--- src/hdl/cpsc_pkg.sv ---
`default_nettype none
package cpsc_pkg;

    localparam logic [2:0] ST_IDLE     = 3'd0;
    localparam logic [2:0] ST_RESERVED = 3'd1;
    localparam logic [2:0] ST_PLUGGED  = 3'd2;
    localparam logic [2:0] ST_CHARGING = 3'd3;
    localparam logic [2:0] ST_COMPLETE = 3'd4;
    localparam logic [2:0] ST_ABORTING = 3'd5;

    localparam logic [1:0] KIND_POLL    = 2'd0;
    localparam logic [1:0] KIND_RESERVE = 2'd1;
    localparam logic [1:0] KIND_RELEASE = 2'd2;
    localparam logic [1:0] KIND_FORCE   = 2'd3;

    localparam logic [1:0] REG_CURRENT_LIMIT = 2'd0;
    localparam logic [1:0] REG_PURCHASED     = 2'd1;
    localparam logic [1:0] REG_LINE_VOLTS    = 2'd2;

    localparam int POWER_BITS  = 25;

    typedef struct packed {
        logic [1:0]            kind;
        logic                  plugged;
        logic [15:0]           current_ma;
        logic                  measure_tick;
        logic [2:0]            forced_state;
        logic [POWER_BITS-1:0] power_mw;
    } item_t;

endpackage
`default_nettype wire

--- src/hdl/charge_port_session_controller.sv ---
// Channel   Dir  Transfer when               Payload
// s_axis    in   s_axis_tvalid & tready      poll or command item
// m_axis    out  m_axis_tvalid & tready      state, relay, energy, seconds left
// cfg       in   cfg_valid & cfg_ready       register index and data
//
// One item per cycle sustained while results are taken; an item passes stage one, then stage two.
// Stage one registers the item and the current times voltage product; stage two
// updates the session state, which is the result register itself.
// Result stalls hold the state and back-pressure stage one; cfg_ready is always high.
// Reset: idle, relay open, energy and time zero, registers at their defaults.
`default_nettype none
module charge_port_session_controller #(
    parameter int ENERGY_BITS = 48
) (
    input  wire logic        clk,
    input  wire logic        rst_n,
    input  wire logic        s_axis_tvalid,
    output logic             s_axis_tready,
    // [0] plugged, [16:1] current_ma, [17] measure_tick, [20:18] forced_state
    input  wire logic [23:0] s_axis_tdata,
    // [1:0] kind
    input  wire logic [1:0]  s_axis_tuser,
    output logic             m_axis_tvalid,
    input  wire logic        m_axis_tready,
    // [2:0] port_state, [3] relay_on, [51:4] energy_total, [68:52] seconds_left
    output logic [71:0]      m_axis_tdata,
    input  wire logic        cfg_valid,
    output logic             cfg_ready,
    input  wire logic [1:0]  cfg_index,
    input  wire logic [15:0] cfg_data
);
    import cpsc_pkg::*;

    logic [15:0] current_limit_reg;
    logic [15:0] purchased_reg;
    logic [8:0]  line_volts_reg;

    item_t       item_reg;
    item_t       item_next;
    logic        item_valid_reg;
    logic        out_valid_reg;
    logic        advance;

    logic [2:0]             mode_reg, mode_next;
    logic                   relay_reg, relay_next;
    logic                   pending_reg, pending_next;
    logic [ENERGY_BITS-1:0] energy_reg, energy_next;
    logic signed [16:0]     time_reg, time_next;

    logic [ENERGY_BITS:0]   energy_sum;
    logic                   consume;

    assign cfg_ready     = 1'b1;
    assign advance       = !out_valid_reg || m_axis_tready;
    assign s_axis_tready = !item_valid_reg || advance;
    assign consume       = item_valid_reg && advance;

    always_ff @(posedge clk or negedge rst_n)
    begin
        if (!rst_n)
        begin
            current_limit_reg <= 16'd32000;
            purchased_reg     <= 16'd0;
            line_volts_reg    <= 9'd110;
        end
        else if (cfg_valid && cfg_ready)
        begin
            unique case (cfg_index)
                REG_CURRENT_LIMIT: current_limit_reg <= cfg_data;
                REG_PURCHASED:     purchased_reg     <= cfg_data;
                REG_LINE_VOLTS:    line_volts_reg    <= cfg_data[8:0];
                default:           ;
            endcase
        end
    end

    always_comb
    begin
        item_next.kind         = s_axis_tuser;
        item_next.plugged      = s_axis_tdata[0];
        item_next.current_ma   = s_axis_tdata[16:1];
        item_next.measure_tick = s_axis_tdata[17];
        item_next.forced_state = s_axis_tdata[20:18];
        item_next.power_mw     = POWER_BITS'(s_axis_tdata[16:1] * line_volts_reg);
    end

    always_ff @(posedge clk)
    begin
        if (s_axis_tvalid && s_axis_tready)
        begin
            item_reg <= item_next;
        end
    end

    always_ff @(posedge clk or negedge rst_n)
    begin
        if (!rst_n)
        begin
            item_valid_reg <= 1'b0;
            out_valid_reg  <= 1'b0;
        end
        else
        begin
            if (s_axis_tready)
            begin
                item_valid_reg <= s_axis_tvalid;
            end
            if (advance)
            begin
                out_valid_reg <= item_valid_reg;
            end
        end
    end

    assign energy_sum = {1'b0, energy_reg} + (ENERGY_BITS + 1)'(item_reg.power_mw);

    always_comb
    begin
        mode_next    = mode_reg;
        relay_next   = relay_reg;
        pending_next = pending_reg || (item_reg.measure_tick && relay_reg);
        energy_next  = energy_reg;
        time_next    = time_reg;
        unique case (item_reg.kind)
            KIND_RESERVE: mode_next = ST_RESERVED;
            KIND_RELEASE: mode_next = ST_IDLE;
            KIND_FORCE:
            begin
                if (item_reg.forced_state <= ST_ABORTING)
                begin
                    mode_next = item_reg.forced_state;
                end
            end
            default:
            begin
                unique case (mode_reg)
                    ST_RESERVED:
                    begin
                        if (item_reg.plugged)
                        begin
                            mode_next = ST_PLUGGED;
                        end
                    end
                    ST_PLUGGED:
                    begin
                        relay_next = 1'b1;
                        mode_next  = ST_CHARGING;
                        time_next  = signed'({1'b0, purchased_reg});
                    end
                    ST_CHARGING:
                    begin
                        if (pending_next)
                        begin
                            pending_next = 1'b0;
                            energy_next  = energy_sum[ENERGY_BITS] ? '1
                                                                   : energy_sum[ENERGY_BITS-1:0];
                            if (time_reg != -17'sd1)
                            begin
                                time_next = time_reg - 17'sd1;
                            end
                        end
                        if (time_next[16] || !item_reg.plugged
                            || (item_reg.current_ma > current_limit_reg))
                        begin
                            mode_next = ST_ABORTING;
                        end
                    end
                    ST_COMPLETE, ST_ABORTING: relay_next = 1'b0;
                    default: ;
                endcase
            end
        endcase
    end

    always_ff @(posedge clk or negedge rst_n)
    begin
        if (!rst_n)
        begin
            mode_reg    <= ST_IDLE;
            relay_reg   <= 1'b0;
            pending_reg <= 1'b0;
            energy_reg  <= '0;
            time_reg    <= '0;
        end
        else if (consume)
        begin
            mode_reg    <= mode_next;
            relay_reg   <= relay_next;
            pending_reg <= pending_next;
            energy_reg  <= energy_next;
            time_reg    <= time_next;
        end
    end

    assign m_axis_tvalid = out_valid_reg;
    assign m_axis_tdata  = {3'b000, time_reg, 48'(energy_reg), relay_reg, mode_reg};

    a_time_floor: assert property (@(posedge clk) disable iff (!rst_n)
        time_reg[16] |-> (time_reg == -17'sd1))
        else $error("time left below -1");

    a_energy_monotonic: assert property (@(posedge clk) disable iff (!rst_n)
        energy_reg >= $past(energy_reg))
        else $error("energy sum decreased");

    a_relay_close: assert property (@(posedge clk) disable iff (!rst_n)
        $rose(relay_reg) |-> ($past(mode_reg) == ST_PLUGGED && mode_reg == ST_CHARGING))
        else $error("relay closed outside start of charge");

    a_hold_on_stall: assert property (@(posedge clk) disable iff (!rst_n)
        (out_valid_reg && !m_axis_tready) |=> $stable(energy_reg) && $stable(mode_reg))
        else $error("state changed while result stalled");

endmodule
`default_nettype wire

--- config.mk ---
export PLATFORM = sky130hd
export DESIGN_NAME = charge_port_session_controller
export DESIGN_NICKNAME = d
export VERILOG_FILES = /design/src/hdl/cpsc_pkg.sv /design/src/hdl/charge_port_session_controller.sv
export SDC_FILE = /design/constraint.sdc
export NUM_CORES = 1
export LEC_CHECK = 0
export BUFFER_PORTS_ARGS = -buffer_cell sky130_fd_sc_hd__clkbuf_2
export CELL_PAD_IN_SITES_DETAIL_PLACEMENT = 0
export CELL_PAD_IN_SITES_GLOBAL_PLACEMENT = 1
export CORE_ASPECT_RATIO = 1.1
export CORE_MARGIN = 3
export CORE_UTILIZATION = 43
export DETAILED_ROUTE_END_ITERATION = 10
export GPL_TIMING_DRIVEN = 1
export PLACE_DENSITY_LB_ADDON = 0.1
export RECOVER_POWER = 25
export SLEW_MARGIN = 20
export SYNTH_ARGS = -nofsm -noshare
export SYNTH_HDL_FRONTEND = slang
export SYNTH_SLANG_ARGS = --single-unit
--- constraint.sdc ---
create_clock -name clk -period 5.3 [get_ports clk]
set_clock_uncertainty 0.2 [all_clocks]
set_input_delay 0.265 -clock clk [delete_from_list [all_inputs] [get_ports clk]]
set_output_delay 0.265 -clock clk [all_outputs]
set_load 0.02 [all_outputs]
# Yosys cells after proc, flatten, opt, wreduce, memory -nomap -nowiden
# Cells that the tools add are included.
[totals] ff_bits=161 latch_bits=0 ram_bits=0 mem_bits_ro=0 inputBits=49 mem_count=0
[classes] addsub=2 multipliers=1 n_div=0 order_cmp=2 eq_ne=16 shifts=0 mux=14 n_bitwise=1 reduce_logical=25
[op_table] cell="2-to-1 mux 17 bit" n=4
[op_table] cell="adder 48 x 25 -> 49 bit" n=1
[op_table] cell="2-to-1 mux 48 bit" n=1
[op_table] cell="one-hot mux 17 bit (2 select lines)" n=1
[op_table] cell="multiplier 16 x 9 -> 25 bit" n=1
[op_table] cell="one-hot mux 3 bit (3 select lines)" n=2
[op_table] cell="!= test 17 x 1 -> 1 bit, second input constant" n=1
[op_table] cell="subtractor 17 x 2 -> 17 bit, second input constant" n=1
[op_table] cell="greater-than comparator 16 bit" n=1
[op_table] cell="AND reduction 5 bit" n=2
[op_table] cell="2-to-1 mux 3 bit" n=3
[op_table] cell="equality test 2 bit, second input constant" n=3
[op_table] cell="equality test 3 x 2 -> 1 bit, second input constant" n=2
[op_table] cell="equality test 3 bit, second input constant" n=2
[op_table] cell="!= test 3 bit, second input constant" n=2
[op_table] cell="AND reduction 2 bit" n=3
[op_table] cell="AND reduction 3 bit" n=2
[op_table] cell="nonzero test 6 bit" n=1
[op_table] cell="logical OR 1 bit" n=5
[op_table] cell="!= test 5 x 2 -> 1 bit, second input constant" n=1
[op_table] cell="!= test 5 bit, second input constant" n=1
[op_table] cell="equality test 2 x 1 -> 1 bit, second input constant" n=2
[op_table] cell="AND reduction 4 bit" n=1
[op_table] cell="nonzero test 2 bit" n=2
[op_table] cell="11 further kinds" n=16

# Depth between registers and ports, before layout
[logic_depth] word_depth=10 ltp_mapped=18 depth_no_buf=18

# Least setup slack after synthesis
# OpenSTA, ideal clock, no wires.
[synth_path] path_type="register to register" startpoint="register line_volts_reg[2]" endpoint="register item_reg[16] in the netlist's numbering, data pin" setup_ns=0.260 t_arrival_ns=4.897 required_ns=4.840 setup_slack_ns=-0.057 stages_incl_launch_ff=19 n_path_buf=1 synth_period_minus_slack_ns=5.357 cell_sequence="dfstp_2 > clkbuf_1 > nand2_1 > fa_1 > inv_1 > fa_1 > inv_1 > fa_1 > fa_1 > inv_1 > ha_1 > o21a_1 > o31a_1 > o221ai_1 > a21boi_0 > a21o_1 > a2111oi_0 > nor3_1 > xnor2_1"
[synth_lines] item="start, declared" line_no="charge_port_session_controller.sv:36" source="logic [8:0] line_volts_reg;"
[synth_lines] item="start signal, assigned" line_no="charge_port_session_controller.sv:71" source="REG_LINE_VOLTS: line_volts_reg <= cfg_data[8:0];"
[synth_lines] item="end signal, assigned" line_no="charge_port_session_controller.sv:91" source="item_reg <= item_next;"
[synth_lines] item="end, declared" line_no="charge_port_session_controller.sv:38" source="item_t item_reg;"

==> results.cfg <==
[grt]
grt_pass1_vias = 10300
overflow = 0
grt_pass1_wl_um = 53600
grt_max_degree = 64
grt_usage_pct = 20.8
antenna_found_initial = 0

[layout]
final_cell_area_mm2 = 0.0151
diodes = 0
area_growth_pct = 18.3
fin_nets = 1713
drive_gt1_share_pct = 17.8
finalCoreUtilization_pct = 52.2
fin_cells = 1853

[detailed_routing]
dr.pass1.iters = 5
wl_um = 31900
wl_per_cell_um = 17.2
drt-met1-wl_um = 14900
wl_met2_um = 15400
highest_layer = met4
vias_per_cell = 5.34
wl_met3_um = 1090
vias = 9899
drt-initial-drc-count = 552
ant_nets = 0
drc_errors = 0

[sta]
tightest_slew_ns = 1.38
setup_slack_ns = 0.138
drv_slew = 0
setup_violations = 0
max_freq_mhz = 194
holdWs_ns = 0.0279
rsz0062_at_grt = true
maxSlewHeadroom_pct = 8.03
setup_tns_ns = 0
layout_min_cycle_time_ns = 5.16
final.period_utilization_pct = 97.4
hold_violations = 0

[clocking]
clk_path_buf_depth = 2
cts_buffers = 17
insertion_delay_ns = 0.44
cts_root_buffer = clkbuf_16
path_clk_slew_ns = 0.08
cts_tree = yes
clock-sinks = 161
htreeDepth = 4

[floorplan]
ios = 124
die-area_mm2 = 0.0318
placeableCoreArea_mm2 = 0.0290
rows = 65
die_w_um = 170
initial_core_util_pct = 44.1
die_y_um = 187

[synthesis]
syn_area_mm2 = 0.0128
synthFlopType = dfrtp_1
synth.yosys.seq_area_share_pct = 33.5
ys_warn_count = 0
ys_seq_elements = 161
avgSynthCellArea_um2 = 9.82
netlist_instances = 1300
synth_edf_count = 48
async_reset_ff_share_pct = 70.2
synth_cell_types = 67

[hold_path]
hold_class = primary input to register

[critical_path]
startpoint_type = register
worstSetupPathType = register to register
required_ns = 5.29
crit_path_max_fanout = 6
cp-end-kind = register
cp_data_arrival_time_ns = 5.15

[placement]
place_area_mm2 = 0.0140
pre_cts_slack_ns = -0.0833
dp_cells = 1784
routabilityCongestion = 0.840
dp_hpwl_um = 24100
port_buffers = 116

[flow_run]
timing.max_cap.violations = 0

[pwr]
p_leak_nw = 7.02
p_per_area_mw_per_mm2 = 722
ir_drop_uv = 500
power.total_mw = 10.9

[outcome]
status = completed
layer usage:
metal / GRT usage, % / up-vias
met3: 2.84 / 32
met2: 34.0 / 195
met5: 0 / -
li1: - / 4802
met4: 5.71 / 0
met1: 29.2 / 4870
logic make-up after synthesis:
family / Yosys count / share of synthesized area (%)
flops: 161 / 33.5
compound gates: 276 / 13.8
simple gates: 375 / 15.2
mux: 38 / 3.30
xor+xnor: 41 / 2.81
fa+ha+maj: 192 / 24.7
other cells: 2 / 0.0588
buf+inv: 215 / 6.56
area by class of cell:
class,count,area (um^2)
Clock inverter,13,151
Multi-Input combinational cell,926,7860
Clock buffer,19,464
Fill cell,2739,13800
Sequential cell,161,4280
Timing Repair Buffer,197,1250
Tap cell,368,460
Inverter,169,634
cell usage in the layout, fill, tap and decap left out, types with 6 or more instances in the layout:
master         netlist  final
inv_1              169    169
nand2_1            116    114
dfrtp_1            102    101
fa_1               100    100
clkbuf_2             0     99
ha_1                92     87
and2_1              87     86
o21ai_0             73     71
a21oi_1             67     62
edfxtp_1            48     48
buf_4                6     43
nor2_1              42     40
xnor2_1             33     33
mux2_2              33     33
dlygate4sd3_1        0     32
o22a_1              23     23
nand3_1             25     22
a31oi_1             22     21
nand4_1             21     21
nor3_1              19     19
clkbuf_1            34     19
clkbuf_16            0     18
a21o_1              16     16
and3_1              15     15
dfstp_2             11     11
a22oi_1             10     10
xor2_1               8      8
nand2b_1             8      8
o21a_1               6      6
o21bai_1             7      6
nor4_1               6      6
or3_1                6      6
inv_6                0      6
critical path: stages (launching register included):
cell and delay [ns]:
dfstp_2 0.64, nand2_2 0.08, fa_1 0.55, inv_1 0.07
fa_1 0.50, inv_1 0.05, fa_1 0.47, fa_1 0.55
inv_1 0.07, ha_4 0.24, o21a_1 0.18, o31a_1 0.14
o221ai_2 0.29, a31oi_2 0.16, a211oi_2 0.24, buf_4 0.16
o21ai_1 0.07, a21oi_1 0.16, xnor2_1 0.08
path summary, 6_finish.rpt:
kind                                                    start                             to  slack (ns)  cells past startpoint
worst max-delay path            line_volts_reg[1]$_DFFE_PN1P_         item_reg[24]$_DFFE_PP_        0.14                     18
worst min-delay path                          s_axis_tdata[7]         item_reg[35]$_DFFE_PP_        0.03                      1
worst max register to register  line_volts_reg[1]$_DFFE_PN1P_         item_reg[24]$_DFFE_PP_        0.14                     18
worst min register to register     energy_reg[38]$_DFFE_PN0P_     energy_reg[38]$_DFFE_PN0P_        0.30                      1
max in group asynchronous                               rst_n  line_volts_reg[8]$_DFFE_PN0P_        3.30                      3
min in group asynchronous                               rst_n     energy_reg[10]$_DFFE_PN0P_        0.21                      2
Yosys cell counts, drive strengths merged (19+ instances only):
cell,instances,area share [%]
dfrtp,102,20
and2,87,4.3
ha,92,9.0
clkbuf,34,1.0
mux2,33,2.9
nand3,25,0.98
a31oi,22,1.1
o22a,23,1.6
inv,169,5.0
xnor2,33,2.3
edfxtp,48,11
nand2,118,3.5
o21ai,75,2.9
nor3,19,0.74
fa,100,16
a21oi,67,2.6
nor2,42,1.2
nand4,21,1.0
where the power goes:
group          internal (mW)  switching, mW
clock                  0.678          0.608
combinational           3.41           4.09
sequential              1.84          0.285
total                   5.92           4.98
timing repair:
item / 4_1_cts / 5_1_grt
endpoints found under the hold margin: 104 / 0
resized for setup: 5 / 35
setup buffers: 0 / 5
setup endpoints to repair: 2 / 7
pin swaps: 1 / 20
hold buffers: 32 / 0
No activity file was read; power rests on OpenSTA's default activity.
